## src/caaf_pkg.sv

```systemverilog
// shared types for the arithmetic alu: function codes, decimal adjust constants and the input and result words
// no dependencies; imported by caaf_alu, cpu_alu_arith_flags and its testbench
package caaf_pkg;

    typedef enum logic [3:0] {
        FUNC_ADD    = 4'd0,
        FUNC_ADC    = 4'd1,
        FUNC_SUB    = 4'd2,
        FUNC_SBC    = 4'd3,
        FUNC_INC8   = 4'd4,
        FUNC_DEC8   = 4'd5,
        FUNC_DAA    = 4'd6,
        FUNC_ADD16  = 4'd7,
        FUNC_ADD_SP = 4'd8,
        FUNC_INC16  = 4'd9,
        FUNC_DEC16  = 4'd10
    } t_func;

    localparam logic [7:0] DAA_LOW_ADJ  = 8'h06;
    localparam logic [7:0] DAA_HIGH_ADJ = 8'h60;
    localparam logic [7:0] DAA_HIGH_MAX = 8'h99;
    localparam logic [3:0] BCD_DIGIT_MAX = 4'd9;

    typedef struct packed {
        t_func       func;
        logic [15:0] operand_a;
        logic [15:0] operand_b;
        logic        zero_in;
        logic        subtract_in;
        logic        half_in;
        logic        carry_in;
    } t_in_word;

    typedef struct packed {
        logic [15:0] result;
        logic        zero_out;
        logic        subtract_out;
        logic        half_out;
        logic        carry_out;
    } t_out_word;

    function automatic logic is_byte_op(t_func f);
        return (f == FUNC_ADD) || (f == FUNC_ADC) || (f == FUNC_SUB) || (f == FUNC_SBC) ||
               (f == FUNC_INC8) || (f == FUNC_DEC8) || (f == FUNC_DAA);
    endfunction

endpackage

```

## src/cpu_alu_arith_flags.sv

```systemverilog
// Arithmetic ALU of an 8-bit console CPU, top level.
// Holds the input register, the ALU datapath and the result register.
//
// Input channel: i_valid / o_ready carry one operation word (t_in_word):
// function code, two 16-bit operands and the current Z, N, H, C flags.
// Output channel: o_valid / i_ready carry one result word (t_out_word):
// 16-bit result (upper byte zero for 8-bit operations) and the new flags.
// Every operation gives exactly one result word, in order.
//
// Each accepted word passes the input register, then the result register fed
// by one pass through the adders and flag logic, before o_valid rises.
// Throughput: one word per cycle while the receiver takes results.
// When the receiver stalls, the result register holds its word and the input
// register takes one more; o_ready then falls until the result is taken.
// o_ready depends combinationally on i_ready through this two-register chain.
// Reset (i_rst_n low, synchronous) empties both registers; their data words are not cleared.
// depends on caaf_pkg and caaf_alu
module cpu_alu_arith_flags (
    input  logic                i_clk,
    input  logic                i_rst_n,
    input  logic                i_valid,
    output logic                o_ready,
    input  caaf_pkg::t_in_word  i_data,
    output logic                o_valid,
    input  logic                i_ready,
    output caaf_pkg::t_out_word o_data
);
    import caaf_pkg::*;

    logic      r_in_valid;
    logic      n_in_valid;
    t_in_word  r_in;
    logic      r_out_valid;
    logic      n_out_valid;
    t_out_word r_out;
    t_out_word alu_word;
    logic      advance;

    caaf_alu u_alu (
        .i_word (r_in),
        .o_word (alu_word)
    );

    // result stage can take a new word when empty or being drained
    assign advance = !r_out_valid || i_ready;
    assign o_ready = !r_in_valid || advance;

    always_comb begin
        n_in_valid  = r_in_valid;
        n_out_valid = r_out_valid;
        if (advance) begin
            n_out_valid = r_in_valid;
        end
        if (o_ready) begin
            n_in_valid = i_valid;
        end
    end

    always_ff @(posedge i_clk) begin
        if (!i_rst_n) begin
            r_in_valid  <= 1'b0;
            r_out_valid <= 1'b0;
        end else begin
            r_in_valid  <= n_in_valid;
            r_out_valid <= n_out_valid;
        end
    end

    always_ff @(posedge i_clk) begin
        if (o_ready && i_valid) begin
            r_in <= i_data;
        end
        if (advance && r_in_valid) begin
            r_out <= alu_word;
        end
    end

    assign o_valid = r_out_valid;
    assign o_data  = r_out;

    a_reset_empties: assert property (@(posedge i_clk)
        !i_rst_n |=> !o_valid)
        else $error("result valid after reset");

    a_stall_blocks: assert property (@(posedge i_clk) disable iff (!i_rst_n)
        (r_out_valid && !i_ready && r_in_valid) |-> !o_ready)
        else $error("input taken while both stages full");

    a_word_moves: assert property (@(posedge i_clk) disable iff (!i_rst_n)
        (r_in_valid && advance) |=> o_valid)
        else $error("word lost between stages");

    a_byte_upper_zero: assert property (@(posedge i_clk) disable iff (!i_rst_n)
        (r_in_valid && advance && is_byte_op(r_in.func)) |=> (o_data.result[15:8] == 8'd0))
        else $error("8-bit result has non-zero upper byte");

    a_sp_flags: assert property (@(posedge i_clk) disable iff (!i_rst_n)
        (r_in_valid && advance && (r_in.func == FUNC_ADD_SP))
            |=> (!o_data.zero_out && !o_data.subtract_out))
        else $error("sp offset add left Z or N set");

endmodule

```

## src/caaf_alu.sv

```systemverilog
// combinational datapath of the arithmetic alu: adders, decimal adjust and flag logic
// depends on caaf_pkg
module caaf_alu (
    input  caaf_pkg::t_in_word  i_word,
    output caaf_pkg::t_out_word o_word
);
    import caaf_pkg::*;

    logic [7:0]  a8;
    logic [7:0]  b8;
    logic        cin;
    logic [8:0]  sum8;
    logic [4:0]  sum4;
    logic [8:0]  dif8;
    logic [4:0]  dif4;
    logic [7:0]  daa_val;
    logic        daa_carry;
    logic [16:0] sum16;
    logic [12:0] sum12;
    logic [15:0] offset;
    logic [8:0]  sp_low;
    logic [4:0]  sp_nib;

    always_comb begin
        a8  = i_word.operand_a[7:0];
        b8  = i_word.operand_b[7:0];
        // carry/borrow only joins in for the with-carry forms
        cin = ((i_word.func == FUNC_ADC) || (i_word.func == FUNC_SBC)) && i_word.carry_in;

        sum8 = {1'b0, a8} + {1'b0, b8} + {8'd0, cin};
        sum4 = {1'b0, a8[3:0]} + {1'b0, b8[3:0]} + {4'd0, cin};
        dif8 = {1'b0, a8} - {1'b0, b8} - {8'd0, cin};
        dif4 = {1'b0, a8[3:0]} - {1'b0, b8[3:0]} - {4'd0, cin};

        // decimal adjust, thresholds taken from the unadjusted accumulator
        daa_val   = a8;
        daa_carry = i_word.carry_in;
        if (!i_word.subtract_in) begin
            if (i_word.carry_in || (a8 > DAA_HIGH_MAX)) begin
                daa_val   = daa_val + DAA_HIGH_ADJ;
                daa_carry = 1'b1;
            end
            if (i_word.half_in || (a8[3:0] > BCD_DIGIT_MAX)) begin
                daa_val = daa_val + DAA_LOW_ADJ;
            end
        end else begin
            if (i_word.carry_in) begin
                daa_val = daa_val - DAA_HIGH_ADJ;
            end
            if (i_word.half_in) begin
                daa_val = daa_val - DAA_LOW_ADJ;
            end
        end

        sum16  = {1'b0, i_word.operand_a} + {1'b0, i_word.operand_b};
        sum12  = {1'b0, i_word.operand_a[11:0]} + {1'b0, i_word.operand_b[11:0]};
        offset = {{8{b8[7]}}, b8};
        sp_low = {1'b0, i_word.operand_a[7:0]} + {1'b0, b8};
        sp_nib = {1'b0, i_word.operand_a[3:0]} + {1'b0, b8[3:0]};

        o_word.result       = '0;
        o_word.zero_out     = i_word.zero_in;
        o_word.subtract_out = i_word.subtract_in;
        o_word.half_out     = i_word.half_in;
        o_word.carry_out    = i_word.carry_in;

        unique case (i_word.func)
            FUNC_ADD, FUNC_ADC: begin
                o_word.result       = {8'd0, sum8[7:0]};
                o_word.zero_out     = (sum8[7:0] == 8'd0);
                o_word.subtract_out = 1'b0;
                o_word.half_out     = sum4[4];
                o_word.carry_out    = sum8[8];
            end
            FUNC_SUB, FUNC_SBC: begin
                o_word.result       = {8'd0, dif8[7:0]};
                o_word.zero_out     = (dif8[7:0] == 8'd0);
                o_word.subtract_out = 1'b1;
                o_word.half_out     = dif4[4];
                o_word.carry_out    = dif8[8];
            end
            FUNC_INC8: begin
                o_word.result       = {8'd0, a8 + 8'd1};
                o_word.zero_out     = (a8 == 8'hff);
                o_word.subtract_out = 1'b0;
                o_word.half_out     = (a8[3:0] == 4'hf);
            end
            FUNC_DEC8: begin
                o_word.result       = {8'd0, a8 - 8'd1};
                o_word.zero_out     = (a8 == 8'h01);
                o_word.subtract_out = 1'b1;
                o_word.half_out     = (a8[3:0] == 4'h0);
            end
            FUNC_DAA: begin
                o_word.result    = {8'd0, daa_val};
                o_word.zero_out  = (daa_val == 8'd0);
                o_word.half_out  = 1'b0;
                o_word.carry_out = daa_carry;
            end
            FUNC_ADD16: begin
                o_word.result       = sum16[15:0];
                o_word.subtract_out = 1'b0;
                o_word.half_out     = sum12[12];
                o_word.carry_out    = sum16[16];
            end
            FUNC_ADD_SP: begin
                o_word.result       = i_word.operand_a + offset;
                o_word.zero_out     = 1'b0;
                o_word.subtract_out = 1'b0;
                o_word.half_out     = sp_nib[4];
                o_word.carry_out    = sp_low[8];
            end
            FUNC_INC16: begin
                o_word.result = i_word.operand_a + 16'd1;
            end
            FUNC_DEC16: begin
                o_word.result = i_word.operand_a - 16'd1;
            end
            default: begin
                // unused codes: zero result, flags pass
                o_word.result = '0;
            end
        endcase
    end

endmodule

```

## config.mk

```make
export PLATFORM = sky130hd
export DESIGN_NAME = cpu_alu_arith_flags
export DESIGN_NICKNAME = d
export VERILOG_FILES = /design/src/caaf_pkg.sv /design/src/cpu_alu_arith_flags.sv /design/src/caaf_alu.sv
export SDC_FILE = /design/constraint.sdc
export NUM_CORES = 1
export LEC_CHECK = 0
export BUFFER_PORTS_ARGS = -buffer_cell sky130_fd_sc_hd__buf_2
export CAP_MARGIN = 20
export CORE_UTILIZATION = 50
export CTS_CLUSTER_SIZE = 12
export DETAILED_ROUTE_END_ITERATION = 10
export GPL_TIMING_DRIVEN = 1
export PLACE_DENSITY = 0.7
export SYNTH_ARGS = -nofsm -noshare
export SYNTH_HDL_FRONTEND = slang
export SYNTH_HIERARCHICAL = 1
export SYNTH_SLANG_ARGS = --single-unit
```

## constraint.sdc

```tcl
create_clock -name i_clk -period 4.2 [get_ports i_clk]
set_input_delay 0.42 -clock i_clk [delete_from_list [all_inputs] [get_ports i_clk]]
set_output_delay 0.42 -clock i_clk [all_outputs]
set_load 0.01 [all_outputs]
```

==> summary.md <==
| Metric | Value |
|---|---|
| Crit Path Max Fanout | `5` |
| Largest net degree at the start of global routing | `between 40 and 50` |
| Area contributors post-synth | `edfxtp_1 32%, ha_1 13%, xnor2_1 5.0%` |
| Clk slew on worst S/H paths | `0.07 ns` |
| Nature of the critical path endpoint | `flip-flop` |
| CTS HTree Levels | `3` |
| Worst slew pin tran | `0.8528 ns` |
| Most frequent cells in the layout | `65 x buf_2, 60 x edfxtp_1, 58 x ha_1, 44 x nor2_1, 38 x a21oi_1` |
| Die X-Extent | `107.5 um` |
| Slew margin rel. | `0.4271` |
| Chip height | `approximately 110 um` |
| Power per cell area | `between 200 and 300 mW/mm2` |
| Unrepaired setup endpoints after global routing | `no` |
| Drt wl/cell | `roughly 19 um` |
| Diodes inserted | `0` |
| 1st-iter DRT viols | `roughly 500` |
| Crit path capture | `o_data[19]` |
| Vias | `around 5000` |
| Cts bufs inserted | `9` |
| Clock network power share | `0.237` |
| Die area | `0.01155 mm2` |
| Synthesized Nets | `a little over 700` |
| Min-Delay Path Class | `input port to flip-flop` |
| Setup TNS Final | `0 ns` |
| Worst reg2reg path depth | `15` |
| Leakage | `approximately 0.0026 uW` |
| Clock skew | `0.01325 ns` |
| Net Sw Frac | `0.3576` |
| Cell area after synthesis | `approximately 0.0056 mm2` |
| # setup viols final | `0` |
| DRT Pass-1 Iters | `5` |
| Vias in the first global route | `between 4000 and 5000` |
| Initial antenna violation count | `0` |
| Final hold violations | `0` |
| Worst r2r src | `r_in[8]` |
| Congestion Overflow GR | `0` |
| Synth async-reset ratio | `0` |
| Synth unique cells | `between 70 and 80` |
| Crit path arrival time | `approximately 4.0 ns` |
| Period minus WS final | `just under 4 ns` |
| Power, Total | `1888 uW` |
| Cells along the critical path | `or4_1 -> nor2_1 -> nand2_1 -> ha_1 -> inv_1 -> o21ai_0 -> ha_1 -> a21o_1 -> a21o_1 -> and3_1 -> a221oi_2 -> a21oi_1 -> a31oi_1 -> xnor2_1 -> o22ai_1` |
| P_int | `between 1000 and 1500 uW` |
| Hold buffers post-CTS | `0` |
| Worst R2R End | `o_data[19]` |
| Max-cap violations | `0` |
| Reg power frac | `0.401` |
| Logic gate share of total power | `0.363` |
| Layout area overhead | `13.15%` |
| Status | `finished, final reports clean` |
| CTS max path bufs | `2` |
| Clk sinks | `between 60 and 70` |
| Worst stage delay on the critical path | `about 0.6 ns` |
| Crit path depth | `15` |
| Synth top area share | `0.3238` |
| Dpl hpwl | `around 12000 um` |
| Fin crit share | `0.9328` |
| Critical path launch point type | `flip-flop` |
| Fin nets | `roughly 780` |
| Top_reg_cell synth | `edfxtp_1` |
| Slew Limit Fails | `0` |
| Fmax | `0.2552 GHz` |
| Share of cells above drive strength 1 | `0.1735` |
| Post-Syn Instances | `600` |
| DRT antenna net count | `0` |
| Root Driver | `clkbuf_8` |
| Most common cell after layout, fill and taps aside | `buf_2` |
| Hold depth | `1` |
| Initial core utilization | `0.5133` |
| I/O Pins | `between 60 and 70` |
| First-pass GRT wire length | `between 20000 and 25000 um` |
| Via/cell ratio | `6.059` |
| Crit path max-delay family | `compound AO/OA/AOI/OAI gates` |
| Buffers and inverters on the worst path | `1` |
| Crit-path slowest cell | `or4_1` |
| FF+latch count, synth | `62` |
| Gpl congestion | `around 1` |
| Drt drc | `0` |
| CP Data Required Time | `between 4 and 5 ns` |
| Reg-to-reg setup timing slack | `0.28 ns` |
| GR Util All Layers | `0.2924` |
| Core Area | `approximately 0.011 mm2` |
| IO buf count | `65` |
| Synth area leader | `edfxtp_1` |
| Net Switching | `roughly 680 uW` |
| CP startpoint | `r_in[8]` |
| Maximum vdd ir drop | `199.7 uV` |
| Avg Cell Area, Syn | `roughly 9 um2` |
| Sequential fraction of the synthesis area | `0.3310` |
| CTS tree | `built` |
| Post-synth EDFFs | `60` |
| Crit Path Class | `flip-flop to flip-flop` |
| Yosys warns | `6` |
| Post-Route WL | `about 16000 um` |
| Clk Latency, worst-skew pair | `roughly 0.37 ns` |
| Core Rows | `38` |
-- layout make-up --
class / instances / area [um2]
Clock buffer: 11 / 131.4
Timing Repair Buffer: 82 / 460.4
Fill cell: 971 / 4544
Tap cell: 140 / 175.2
Multi-Input combinational cell: 482 / 3518
Inverter: 38 / 142.6
Clock inverter: 5 / 26.28
Sequential cell: 62 / 1842
-- cells by family (layout without fill, tap and decap cells) --
kind of cell,Yosys count,count (layout),share of synthesized area
AND/OR/NAND/NOR,176,176,0.1691
XOR/XNOR,55,55,0.08792
buffers and inverters,56,136,0.04025
adder cells (fa/ha/maj),62,62,0.1448
AO/OA/AOI/OAI,189,189,0.2269
flip-flops,62,62,0.3310
-- synth_stat cells, types with 7 or more instances --
master	count
a211oi_1	7
a21oi_1	39
a221oi_1	7
a31oi_1	11
clkbuf_1	14
edfxtp_1	60
ha_1	58
inv_1	37
nand2_1	36
nand3_1	11
nor2_1	44
nor2b_1	13
nor3_1	19
o211ai_1	7
o21ai_0	37
o21ai_1	9
o22ai_1	15
xnor2_1	32
xor2_1	22
-- per-layer routing --
| layer | global-route usage | wire [um] | vias up |
|---|---|---|---|
| li1 | - | - | 2406 |
| met1 | 0.4051 | 7392 | 2326 |
| met2 | 0.4364 | 6921 | 204 |
| met3 | 0.05690 | 1114 | 32 |
| met4 | 0.1370 | 495 | 0 |
| met5 | 0 | 0 | - |
-- power groups by stage --
stage / clock network, uW / registers (uW) / logic (uW)
after floorplan: 0 / 772 / 468
after global placement: 0 / 768 / 656
after detailed placement: 0 / 770 / 667
after CTS: 463 / 757 / 671
after global routing: 488 / 761 / 752
final: 447 / 757 / 685
-- flip-flops by register name, summed over array words and instances, names as in the netlist --
name and count:
r_in 40, o_data 20, o_valid 1, r_in_valid 1
-- worst min-delay path by stage --
| stage | start | end | slack (ns) |
|---|---|---|---|
| after global placement | o_valid | r_in_valid | 0.51 |
| after detailed placement | o_valid | r_in_valid | 0.53 |
| after CTS | i_data[24] | r_in[24] | 0.20 |
| after global routing | i_data[3] | r_in[3] | 0.21 |
| final | i_data[39] | r_in[39] | 0.22 |
| after floorplan | i_data[0] | r_in[0] | 0.52 |
-- what timing repair did --
action / in CTS / in global routing
setup endpoints to repair: 0 / 1
resized for setup: 0 / 1
buffers inserted: 0 / 0
hold endpoints to repair: 0 / 0
-- through the flow --
stage / area (um2) / utilization / cells / hold WS [ns] / worst slack, ns
3_5_place_dp: 6117 / 0.5643 / 803 / 0.5261 / 0.2423
3_3_place_gp: 6117 / 0.5643 / 803 / 0.5098 / 0.4242
4_1_cts: 6275 / 0.5788 / 819 / 0.2010 / 0.2268
6_report: 6296 / 0.5808 / 820 / 0.2206 / 0.2820
2_1_floorplan: 5564 / - / 600 / 0.5189 / 0.6725
5_1_grt: 6296 / 0.5808 / 820 / 0.2064 / 0.05064
Note: power is estimated with default switching activity, not from simulation.
